$ cat src/design/ptts_pkg.sv
package ptts_pkg;

    // Default table size
    localparam int SLOT_COUNT_DEF = 16;

    // Field widths fixed by the interface
    localparam int CMD_W    = 2;
    localparam int PERIOD_W = 16;
    localparam int TIDX_W   = 4;
    localparam int KIND_W   = 3;
    localparam int SLOT_W   = 4;
    localparam int TICK_W   = 64;

    // First slot handed out by a create
    localparam int FIRST_FREE = 2;

    typedef enum logic [CMD_W-1:0] {
        CMD_TICK   = 2'd0,
        CMD_CREATE = 2'd1,
        CMD_REPORT = 2'd2
    } t_cmd;

    typedef enum logic [KIND_W-1:0] {
        K_FIRED     = 3'd0,
        K_CREATED   = 3'd1,
        K_FULL      = 3'd2,
        K_TICK_END  = 3'd3,
        K_END_NOTED = 3'd4
    } t_kind;

    // One result beat
    typedef struct packed {
        t_kind               kind;
        logic [SLOT_W-1:0]   slot;
        logic [TICK_W-1:0]   tick_count;
        logic                last;
    } t_res;

    // Verdict of the countdown unit for one slot
    typedef struct packed {
        logic                fire;
        logic                wr;
        logic [PERIOD_W-1:0] count;
    } t_eval;

endpackage

$ cat src/design/ptts_unit.sv
module ptts_unit (
    input  logic                              i_run,
    input  logic [ptts_pkg::PERIOD_W-1:0]     i_period,
    input  logic [ptts_pkg::PERIOD_W-1:0]     i_count,
    output ptts_pkg::t_eval                   o_eval
);

    logic w_live;
    logic w_zero;

    // Only a running slot with a nonzero period takes part
    assign w_live = i_run && (i_period != '0);
    assign w_zero = (i_count == '0);

    // Fire and reload on zero, otherwise count down
    always_comb begin
        o_eval.fire  = w_live && w_zero;
        o_eval.wr    = w_live;
        o_eval.count = w_zero ? i_period : (i_count - ptts_pkg::PERIOD_W'(1));
    end

endmodule

$ cat src/design/ptts_store.sv
module ptts_store #(
    parameter int SLOT_COUNT = ptts_pkg::SLOT_COUNT_DEF,
    parameter int IW         = $clog2(SLOT_COUNT)
) (
    input  logic                          i_clk,
    input  logic                          i_rd_en,
    input  logic [IW-1:0]                 i_rd_addr,
    output logic [ptts_pkg::PERIOD_W-1:0] o_rd_period,
    output logic [ptts_pkg::PERIOD_W-1:0] o_rd_count,
    input  logic                          i_per_we,
    input  logic [IW-1:0]                 i_per_addr,
    input  logic [ptts_pkg::PERIOD_W-1:0] i_per_data,
    input  logic                          i_cnt_we,
    input  logic [IW-1:0]                 i_cnt_addr,
    input  logic [ptts_pkg::PERIOD_W-1:0] i_cnt_data
);

    logic [ptts_pkg::PERIOD_W-1:0] r_per_mem [SLOT_COUNT];
    logic [ptts_pkg::PERIOD_W-1:0] r_cnt_mem [SLOT_COUNT];
    logic [ptts_pkg::PERIOD_W-1:0] r_per_q;
    logic [ptts_pkg::PERIOD_W-1:0] r_cnt_q;

    // Write ports
    always_ff @(posedge i_clk) begin
        if (i_per_we) begin
            r_per_mem[i_per_addr] <= i_per_data;
        end
        if (i_cnt_we) begin
            r_cnt_mem[i_cnt_addr] <= i_cnt_data;
        end
    end

    // Registered read, held while not enabled
    always_ff @(posedge i_clk) begin
        if (i_rd_en) begin
            r_per_q <= r_per_mem[i_rd_addr];
            r_cnt_q <= r_cnt_mem[i_rd_addr];
        end
    end

    assign o_rd_period = r_per_q;
    assign o_rd_count  = r_cnt_q;

endmodule

$ cat src/design/ptts_obuf.sv
module ptts_obuf (
    input  logic                          i_clk,
    input  logic                          i_rst_n,
    input  logic                          i_load,
    input  ptts_pkg::t_res                i_res,
    output logic                          o_free,
    output logic                          o_out_valid,
    input  logic                          i_out_stall,
    output logic [ptts_pkg::KIND_W-1:0]   o_kind,
    output logic [ptts_pkg::SLOT_W-1:0]   o_slot,
    output logic [ptts_pkg::TICK_W-1:0]   o_tick_count,
    output logic                          o_last
);

    logic           r_vld;
    logic           n_vld;
    ptts_pkg::t_res r_res;

    // Room for a new beat when empty or the current one leaves now
    assign o_free = !r_vld || !i_out_stall;

    always_comb begin
        n_vld = r_vld;
        if (i_load) begin
            n_vld = 1'b1;
        end else if (!i_out_stall) begin
            n_vld = 1'b0;
        end
    end

    always_ff @(posedge i_clk) begin
        if (!i_rst_n) begin
            r_vld <= 1'b0;
        end else begin
            r_vld <= n_vld;
        end
    end

    // Hold payload until a new beat is loaded
    always_ff @(posedge i_clk) begin
        if (i_load) begin
            r_res <= i_res;
        end
    end

    assign o_out_valid  = r_vld;
    assign o_kind       = r_res.kind;
    assign o_slot       = r_res.slot;
    assign o_tick_count = r_res.tick_count;
    assign o_last       = r_res.last;

endmodule

$ cat src/design/periodic_task_tick_scheduler.sv
// Create and report items are accepted, then give one result beat.
// A tick walks the table, reading one slot per cycle while not paused,
// through the slot store and the shared countdown unit, then a tick end beat.
// A stall on the result side pauses the walk at the next firing slot.
// Synchronous active-low reset clears run flags and tick count and sets the
// next free slot to FIRST_FREE; period and countdown stores need no clearing.
module periodic_task_tick_scheduler #(
    parameter int SLOT_COUNT = ptts_pkg::SLOT_COUNT_DEF
) (
    input  logic                            i_clk,
    input  logic                            i_rst_n,
    input  logic                            i_in_valid,
    output logic                            o_in_stall,
    input  logic [ptts_pkg::CMD_W-1:0]      i_cmd,
    input  logic [ptts_pkg::PERIOD_W-1:0]   i_period,
    input  logic [ptts_pkg::TIDX_W-1:0]     i_task_index,
    input  logic                            i_stop,
    output logic                            o_out_valid,
    input  logic                            i_out_stall,
    output logic [ptts_pkg::KIND_W-1:0]     o_kind,
    output logic [ptts_pkg::SLOT_W-1:0]     o_slot,
    output logic [ptts_pkg::TICK_W-1:0]     o_tick_count,
    output logic                            o_last
);

    localparam int IW = $clog2(SLOT_COUNT);
    localparam int CW = $clog2(SLOT_COUNT + 1);

    typedef enum logic [1:0] {
        S_IDLE,
        S_WALK,
        S_TEND,
        S_SINGLE
    } t_state;

    t_state                          r_state, n_state;
    logic [CW-1:0]                   r_rd_idx, n_rd_idx;
    logic                            r_ev_vld, n_ev_vld;
    logic [IW-1:0]                   r_ev_idx, n_ev_idx;
    logic [IW-1:0]                   r_next_free, n_next_free;
    logic [ptts_pkg::TICK_W-1:0]     r_ticks, n_ticks;
    logic [SLOT_COUNT-1:0]           r_run, n_run;
    ptts_pkg::t_res                  r_pend, n_pend;

    logic                            w_in_acc;
    logic                            w_out_free;
    logic                            w_load;
    ptts_pkg::t_res                  w_load_res;
    logic                            w_full;
    logic [IW-1:0]                   w_rep_idx;
    logic                            w_rep_ok;
    logic                            w_rd_done;
    logic                            w_adv;
    logic                            w_rd_en;
    logic [ptts_pkg::PERIOD_W-1:0]   w_rd_period;
    logic [ptts_pkg::PERIOD_W-1:0]   w_rd_count;
    logic                            w_per_we;
    logic                            w_cnt_we;
    logic [IW-1:0]                   w_cnt_addr;
    logic [ptts_pkg::PERIOD_W-1:0]   w_cnt_data;
    ptts_pkg::t_eval                 w_eval;

    assign o_in_stall = (r_state != S_IDLE);
    assign w_in_acc   = i_in_valid && !o_in_stall;

    assign w_full    = (r_next_free >= IW'(SLOT_COUNT - 1));
    assign w_rep_idx = IW'(i_task_index);
    assign w_rep_ok  = (int'(i_task_index) < SLOT_COUNT);
    assign w_rd_done = (r_rd_idx == CW'(SLOT_COUNT));

    // Advance the walk unless a firing slot finds the result register busy
    assign w_adv   = (r_state == S_WALK) && !(r_ev_vld && w_eval.fire && !w_out_free);
    assign w_rd_en = w_adv && !w_rd_done;

    ptts_store #(
        .SLOT_COUNT (SLOT_COUNT),
        .IW         (IW)
    ) u_store (
        .i_clk       (i_clk),
        .i_rd_en     (w_rd_en),
        .i_rd_addr   (r_rd_idx[IW-1:0]),
        .o_rd_period (w_rd_period),
        .o_rd_count  (w_rd_count),
        .i_per_we    (w_per_we),
        .i_per_addr  (r_next_free),
        .i_per_data  (i_period),
        .i_cnt_we    (w_cnt_we),
        .i_cnt_addr  (w_cnt_addr),
        .i_cnt_data  (w_cnt_data)
    );

    ptts_unit u_unit (
        .i_run    (r_run[r_ev_idx]),
        .i_period (w_rd_period),
        .i_count  (w_rd_count),
        .o_eval   (w_eval)
    );

    ptts_obuf u_obuf (
        .i_clk        (i_clk),
        .i_rst_n      (i_rst_n),
        .i_load       (w_load),
        .i_res        (w_load_res),
        .o_free       (w_out_free),
        .o_out_valid  (o_out_valid),
        .i_out_stall  (i_out_stall),
        .o_kind       (o_kind),
        .o_slot       (o_slot),
        .o_tick_count (o_tick_count),
        .o_last       (o_last)
    );

    // Sequencer
    always_comb begin
        n_state     = r_state;
        n_rd_idx    = r_rd_idx;
        n_ev_vld    = r_ev_vld;
        n_ev_idx    = r_ev_idx;
        n_next_free = r_next_free;
        n_ticks     = r_ticks;
        n_run       = r_run;
        n_pend      = r_pend;

        w_load                = 1'b0;
        w_load_res.kind       = ptts_pkg::K_FIRED;
        w_load_res.slot       = ptts_pkg::SLOT_W'(r_ev_idx);
        w_load_res.tick_count = '0;
        w_load_res.last       = 1'b0;

        w_per_we   = 1'b0;
        w_cnt_we   = 1'b0;
        w_cnt_addr = r_ev_idx;
        w_cnt_data = w_eval.count;

        case (r_state)
            S_IDLE: begin
                if (w_in_acc) begin
                    case (i_cmd)
                        ptts_pkg::CMD_TICK: begin
                            n_ticks  = r_ticks + ptts_pkg::TICK_W'(1);
                            n_rd_idx = '0;
                            n_ev_vld = 1'b0;
                            n_state  = S_WALK;
                        end
                        ptts_pkg::CMD_CREATE: begin
                            n_pend.tick_count = '0;
                            n_pend.last       = 1'b1;
                            if (w_full) begin
                                n_pend.kind = ptts_pkg::K_FULL;
                                n_pend.slot = '0;
                            end else begin
                                // Claim the slot; its countdown starts at zero
                                w_per_we           = 1'b1;
                                w_cnt_we           = 1'b1;
                                w_cnt_addr         = r_next_free;
                                w_cnt_data         = '0;
                                n_run[r_next_free] = 1'b1;
                                n_next_free        = r_next_free + IW'(1);
                                n_pend.kind        = ptts_pkg::K_CREATED;
                                n_pend.slot        = ptts_pkg::SLOT_W'(r_next_free);
                            end
                            n_state = S_SINGLE;
                        end
                        ptts_pkg::CMD_REPORT: begin
                            if (w_rep_ok && i_stop) begin
                                n_run[w_rep_idx] = 1'b0;
                            end
                            n_pend.kind       = ptts_pkg::K_END_NOTED;
                            n_pend.slot       = i_task_index;
                            n_pend.tick_count = '0;
                            n_pend.last       = 1'b1;
                            n_state           = S_SINGLE;
                        end
                        default: begin
                            // unused command: drop without a result
                        end
                    endcase
                end
            end
            S_WALK: begin
                if (w_adv) begin
                    // Retire the slot held in the read register
                    if (r_ev_vld) begin
                        w_cnt_we = w_eval.wr;
                        w_load   = w_eval.fire;
                    end
                    // Issue the next read
                    n_ev_vld = !w_rd_done;
                    n_ev_idx = r_rd_idx[IW-1:0];
                    if (w_rd_done) begin
                        n_state = S_TEND;
                    end else begin
                        n_rd_idx = r_rd_idx + CW'(1);
                    end
                end
            end
            S_TEND: begin
                if (w_out_free) begin
                    w_load                = 1'b1;
                    w_load_res.kind       = ptts_pkg::K_TICK_END;
                    w_load_res.slot       = '0;
                    w_load_res.tick_count = r_ticks;
                    w_load_res.last       = 1'b1;
                    n_state               = S_IDLE;
                end
            end
            S_SINGLE: begin
                if (w_out_free) begin
                    w_load     = 1'b1;
                    w_load_res = r_pend;
                    n_state    = S_IDLE;
                end
            end
            default: begin
                n_state = S_IDLE;
            end
        endcase
    end

    // Control state
    always_ff @(posedge i_clk) begin
        if (!i_rst_n) begin
            r_state     <= S_IDLE;
            r_rd_idx    <= '0;
            r_ev_vld    <= 1'b0;
            r_next_free <= IW'(ptts_pkg::FIRST_FREE);
            r_ticks     <= '0;
            r_run       <= '0;
        end else begin
            r_state     <= n_state;
            r_rd_idx    <= n_rd_idx;
            r_ev_vld    <= n_ev_vld;
            r_next_free <= n_next_free;
            r_ticks     <= n_ticks;
            r_run       <= n_run;
        end
    end

    // Payload
    always_ff @(posedge i_clk) begin
        r_ev_idx <= n_ev_idx;
        r_pend   <= n_pend;
    end

`ifndef ASSERT_OFF
    a_next_free_range: assert property (@(posedge i_clk) disable iff (!i_rst_n)
        r_next_free <= IW'(SLOT_COUNT - 1))
        else $error("next free slot beyond table");

    a_load_when_free: assert property (@(posedge i_clk) disable iff (!i_rst_n)
        w_load |-> w_out_free)
        else $error("result loaded into a busy register");

    a_walk_idx_range: assert property (@(posedge i_clk) disable iff (!i_rst_n)
        (r_state == S_WALK) |-> (r_rd_idx <= CW'(SLOT_COUNT)))
        else $error("walk index beyond table");

    a_tick_count_step: assert property (@(posedge i_clk) disable iff (!i_rst_n)
        (w_in_acc && (i_cmd == ptts_pkg::CMD_TICK))
        |=> (r_ticks == $past(r_ticks) + ptts_pkg::TICK_W'(1)))
        else $error("tick count not advanced by one");

    a_fire_needs_walk: assert property (@(posedge i_clk) disable iff (!i_rst_n)
        (w_load && (w_load_res.kind == ptts_pkg::K_FIRED))
        |-> ((r_state == S_WALK) && r_ev_vld))
        else $error("fired result outside the walk");
`endif

endmodule
$ cat config.mk
export PLATFORM = sky130hd
export DESIGN_NAME = periodic_task_tick_scheduler
export DESIGN_NICKNAME = d
export VERILOG_FILES = /design/src/design/ptts_pkg.sv /design/src/design/ptts_unit.sv /design/src/design/ptts_store.sv /design/src/design/ptts_obuf.sv /design/src/design/periodic_task_tick_scheduler.sv
export SDC_FILE = /design/constraint.sdc
export NUM_CORES = 1
export LEC_CHECK = 0
export BUFFER_PORTS_ARGS = -buffer_cell sky130_fd_sc_hd__buf_2
export CAP_MARGIN = 20
export CORE_ASPECT_RATIO = 0.7
export CORE_UTILIZATION = 50
export DETAILED_ROUTE_END_ITERATION = 8
export PLACE_DENSITY = 0.67
export SETUP_SLACK_MARGIN = 0.05
export SLEW_MARGIN = 15
export SYNTH_ARGS = -nofsm -noshare
export SYNTH_HDL_FRONTEND = slang
export SYNTH_SLANG_ARGS = --single-unit
$ cat constraint.sdc
create_clock -name i_clk -period 8.4 [get_ports i_clk]
set_clock_uncertainty 0.15 [all_clocks]
set_input_delay 1.68 -clock i_clk [delete_from_list [all_inputs] [get_ports i_clk]]
set_output_delay 1.68 -clock i_clk [all_outputs]
set_load 0.03 [all_outputs]
# Yosys cells after proc, flatten, opt, wreduce, memory -nomap -nowiden
# Memories as Yosys holds them, arrays and structs flattened. A register that Yosys moved wholly into a read port is not among the register bits.
# Index checks and enable logic that the tools add are counted.
# op_classes
addsub	4
magnitude_cmp	6
n_eq_ne	16
n_mux	55
bitwise_logic	4
reduce_logical	33
# ops
op	n
$pmux 72 s2	2
$mux 16	7
$mux 72	1
$mux 71	1
$add 64x1->64 const B	1
$pmux 16 s2	1
$mux 1	21
$mux 5	4
$and 16x16->16	1
$logic_not 16->1	1
$mux 4	4
$not 16->16	1
$or 16x16->16	1
$reduce_bool 16->1	1
$sub 16x1->16 const B	1
$lt 4x5->1 const B	3
$reduce_and 5->1	3
$ne 2x2->1 const B	6
$pmux 5 s2	1
$logic_and 1x1->1	9
$demux 1 s4	2
$ge 4x1->1 const B	2
$mux 2	4
$reduce_and 4->1	2
other kinds (21)	38
# totals
ff_bits	241
ram_bits	512
in_bits	27
out_inout_bits	74
elab_cells	136
n_memories	2
# memory_table
name	depth	word_bits	read_ports	rd_ports_with_merged_regs	wr	line	text
u_store.r_cnt_mem	16	16	1	1	1	ptts_store.sv:19	logic [ptts_pkg::PERIOD_W-1:0] r_cnt_mem [SLOT_COUNT];
u_store.r_per_mem	16	16	1	1	1	ptts_store.sv:18	logic [ptts_pkg::PERIOD_W-1:0] r_per_mem [SLOT_COUNT];

# Longest topological paths before layout
# logic_depth
depth_word	12
mapped_depth	11

# Modules after synthesis
# From an unflattened synthesis, not the netlist that was laid out.
# hier_totals
hier_cells	1731
area_unflattened_um2	28728.8
# modules_own_cells
module	n_inst	cells_per_inst	area_each_um2	seq_area_each_um2
ptts_store	1	861	20265.7	16335.7
periodic_task_tick_scheduler	1	705	5724.2	2172.1
ptts_obuf	1	76	2197.1	2182.1
ptts_unit	1	89	541.8	0.0

# Worst setup path before layout
# Ideal clock, no wire load.
# synth_path
path_kind	register -> register
start	register u_store.r_cnt_q (netlist bit u_store.o_rd_count[7]), read port of u_store.r_cnt_mem
end	register u_obuf.r_res (netlist bit u_obuf.o_kind[0]) (enable)
arrival_ps	5678
required_time_ps	7724
path_slack_ps	2046
path_stages_with_launch	9
n_path_buf	2
period_less_slack_ps	6354
cell_sequence	edfxtp_1 -> or4_4 -> or3_1 -> clkbuf_2 -> or3_1 -> buf_6 -> nor3_1 -> a21oi_1 -> a21oi_1
# synth_between
elab_chain_len	8
# synth_rtl
item	line	text
start, declared	ptts_store.sv:21	logic [ptts_pkg::PERIOD_W-1:0] r_cnt_q;
$logic_not 16->1 *	ptts_unit.sv:13	assign w_zero = (i_count == '0);
$logic_and 1x1->1 *	ptts_unit.sv:17	o_eval.fire = w_live && w_zero;
$logic_and 1x1->1 (2 in series)	periodic_task_tick_scheduler.sv:72	assign w_adv = (r_state == S_WALK) && !(r_ev_vld && w_eval.fire && !w_out_free);
$logic_not 1->1	periodic_task_tick_scheduler.sv:72	
$logic_and 1x1->1	periodic_task_tick_scheduler.sv:72	
$mux 1 *	periodic_task_tick_scheduler.sv:181	if (w_adv) begin
$pmux 1 s2 *	periodic_task_tick_scheduler.sv:135	case (r_state)
net u_obuf.i_load	ptts_obuf.sv:4	input logic i_load,
end signal, assigned	ptts_obuf.sv:42	r_res <= i_res;
end, declared	ptts_obuf.sv:17	ptts_pkg::t_res r_res;
# The timed path passes the listed nets; every way through them passes the cells marked *.
# A chain may end at the register's enable or synchronous reset.

# Worst setup path in the final report
# layout_path
start	input port i_cmd[0] (netlist bit)
end	register r_ticks[52] (netlist bit)
# layout_between
elab_chain_len	2
# layout_rtl
item	line	text
start, declared	periodic_task_tick_scheduler.sv:14	input logic [ptts_pkg::CMD_W-1:0] i_cmd,
$logic_not 2->1	periodic_task_tick_scheduler.sv:138	case (i_cmd)
$reduce_and 3->1 (no source line)	n/a	
end signal, assigned	periodic_task_tick_scheduler.sv:234	r_ticks <= n_ticks;
end, declared	periodic_task_tick_scheduler.sv:41	logic [ptts_pkg::TICK_W-1:0] r_ticks, n_ticks;
# No other way between the ends.

==> impl_metrics.yaml <==
final_layout:
  utilization_pct: 57.9
  area.growth.synth_to_final_pct: 13.2
  final_area_um2: 32200
  drive_gt1_share_pct: 24.7
  nNetsFinal: 1777
timing:
  hold_viol_final: 0
  rsz0062_at_grt: "false"
  setup_tns_ns: 0
  fin_ws_ns: 4.29
  min_period_ns: 4.11
  maxSlewHeadroom_pct: 22.9
  setup_viol: 0
  final.period_utilization_pct: 48.9
  worst_pin_slew_ns: 1.15
  slew_viol_final: 0
  max_freq_mhz: 244
worst_setup_path:
  r2r_start: "r_ev_idx[0]$_DFFE_PP_"
  critPathArrivalTime_ns: 4.51
  crit_type: "in -> reg"
  worstPathRequired_ns: 8.81
  critPathCaptureType: "register"
  critPathLaunchType: "input port"
  worstReg2RegEnd: "u_store.r_cnt_mem[11][6]$_DFFE_PP_"
  r2r_slack_ns: 4.37
  cp_max_fo: 10
  r2r_cells: 6
power:
  finalPower_uw: 7460
  ir_drop_mv: 0.197
  p_leak_uw: 0.0101
  power_density_nw_per_um2: 232
grt:
  grt_pass1_wl_mm: 93.9
  grt_max_degree: 107
  track_usage_pct: 22.2
  antenna_found_initial: 7
  grt_pass1_vias: 14600
  gr-total-overflow: 0
synth:
  syn-mean-instance-area_um2: 17.7
  synth_top_area_share_pct: 66.2
  synth_seq_cells: 720
  yosys_warnings: 0
  ys_seq_area_share_pct: 72.7
  synth_cells: 1606
  yosys.area.top_type: "edfxtp_1"
  syn-cell-area_um2: 28400
  synth_area_leaders: "edfxtp_1, mux4_2, dfxtp_1"
  post_synth_num_cell_types: 55
  synthFlopType: "edfxtp_1"
  yosysMostFrequentCell: "edfxtp_1"
  ys_top_cells_by_count: "edfxtp_1, mux4_2, nor2_1, dfxtp_1, and2_1"
  synth_edf_count: 627
  async_flop_share_pct: 0
clock_network:
  post_cts_resized: 0
  cts_tree: "yes"
  cts_max_path_buffers: 3
  clk_latency_ns: 0.62
  root_buffer: "clkbuf_16"
  htree_num_levels: 3
  clkSinkCount: 720
  cts_buffers: 68
  clk_pin_slew_worst_paths_ns: 0.07
  cts_setup_buffers: 0
  cts_hold_buf: 0
placement:
  place_area_um2: 30000
  hpwl_mm: 40.6
  dpl_worst_slack_ns: 3.71
  gp_congestion: 0.865
  portBuffers: 100
floorplanning:
  boundaryPins: 101
  die_width_um: 287
  rows: 72
  start_util_pct: 51.1
  core_area_um2: 55700
  die_area_um2: 57900
  fp.dieH_um: 202
job:
  drv_cap: 0
detailed_routing:
  vias: 15200
  routed_wl_mm: 63.1
  wl_met2_mm: 27.4
  via_per_inst: 5.99
  met1_length_mm: 28.7
  dr.pass1.iters: 6
  avgRoutedWirePerCell_um: 24.9
  routed.top_layer: "met5"
  initialDrtViolationCount: 1624
  drc_errors: 0
  final_antenna_net_count: 0
  wl_met3_mm: 6.05
worst_hold_path:
  min_delay_worst_endpoint: "r_run[15]$_SDFFE_PN0P_"
  min_path_cells: 2
  worstHoldStart: "r_run[15]$_SDFFE_PN0P_"
  hp-class: "reg -> reg"
outcome:
  status: "completed"
[routing by layer]
layer,GRT usage (%),vias up
li1,-,6607
met3,5.90,92
met5,0,-
met2,30.8,611
met1,35.3,7849
met4,4.45,4
[kinds of logic (layout without fill, tap and decap cells)]
logic type / Yosys count / in the layout / synth area share [%]
flops: 720 / 720 / 72.7
fa+ha+maj: 12 / 12 / 0.528
compound gates: 103 / 103 / 2.38
other cells: 1 / 18 / 0.0132
buf+inv: 104 / 274 / 1.42
mux: 172 / 172 / 13.2
xor+xnor: 61 / 61 / 1.88
simple gates: 433 / 433 / 7.82
[worst max-delay path: stages]
cell and delay, ns:
buf_2 0.12, inv_1 0.08, ha_1 0.25, and3_1 0.30
nand4_1 0.31, or3_1 0.64, or4_1 0.62, or3_1 0.35
a21oi_1 0.14
[worst max-delay path by stage]
stage / end / cells after the start / startpoint
CTS: r_ticks[52]$_SDFFE_PN0P_ / 9 / i_cmd[0]
detailed placement: r_ticks[52]$_SDFFE_PN0P_ / 9 / i_cmd[0]
finish: r_ticks[52]$_SDFFE_PN0P_ / 9 / i_cmd[0]
floorplan: u_obuf.o_kind[0]$_DFFE_PP_ / 8 / u_store.o_rd_count[7]$_DFFE_PP_
global route: r_ticks[50]$_SDFFE_PN0P_ / 9 / i_cmd[0]
global placement: r_ticks[52]$_SDFFE_PN0P_ / 9 / i_cmd[0]
[cells in the final DEF, fill, tap and decap left out, types with 20 or more instances in the layout]
| cell | count |
|---|---|
| nand2_1 | 56 |
| nor2_2 | 28 |
| and2_1 | 65 |
| o21ai_0 | 25 |
| nand4_1 | 23 |
| mux4_2 | 163 |
| nand3_1 | 35 |
| buf_4 | 25 |
| inv_1 | 20 |
| xor2_1 | 37 |
| edfxtp_1 | 627 |
| xnor2_1 | 24 |
| buf_2 | 100 |
| clkbuf_16 | 68 |
| a21oi_1 | 23 |
| dfxtp_1 | 89 |
| nor2_1 | 94 |
| and3_1 | 20 |
| nor3_1 | 28 |
[area by class of cell]
type	count	area, um2
antenna	2	5.00
clock buffer	83	1760
clock inverter	40	395
fill	4138	23500
inverter	21	78.8
multi-input combinational	797	7580
sequential	720	20700
tap	740	926
timing repair buffer	130	766
[sequential cells by signal, indices dropped and copies added (netlist names)]
register,count
r_ev_idx,4
r_ev_vld,1
r_next_free,4
r_pend,7
r_rd_idx,5
r_run,16
r_state,2
r_ticks,64
u_obuf.o_kind,3
u_obuf.o_last,1
u_obuf.o_out_valid,1
u_obuf.o_slot,4
u_obuf.o_tick_count,64
u_store.o_rd_count,16
u_store.o_rd_period,16
u_store.r_cnt_mem,256
u_store.r_per_mem,256
[power by group]
group | leakage (uW) | internal, uW | switching [uW] | total (uW)
combinational | 0.00268 | 169 | 297 | 466
sequential | 0.00637 | 3960 | 41.1 | 4000
clock | 0.00104 | 1670 | 1330 | 3000
total | 0.0101 | 5790 | 1670 | 7460
[stage by stage]
stage | hold slack, ns | std cells
2_1_floorplan | 0.256 | 1621
3_3_place_gp | 0.278 | 2402
3_5_place_dp | 0.303 | 2403
4_1_cts | 0.314 | 2526
5_1_grt | 0.359 | 2531
6_report | 0.316 | 2533
No activity file was read; power rests on OpenSTA's default activity.
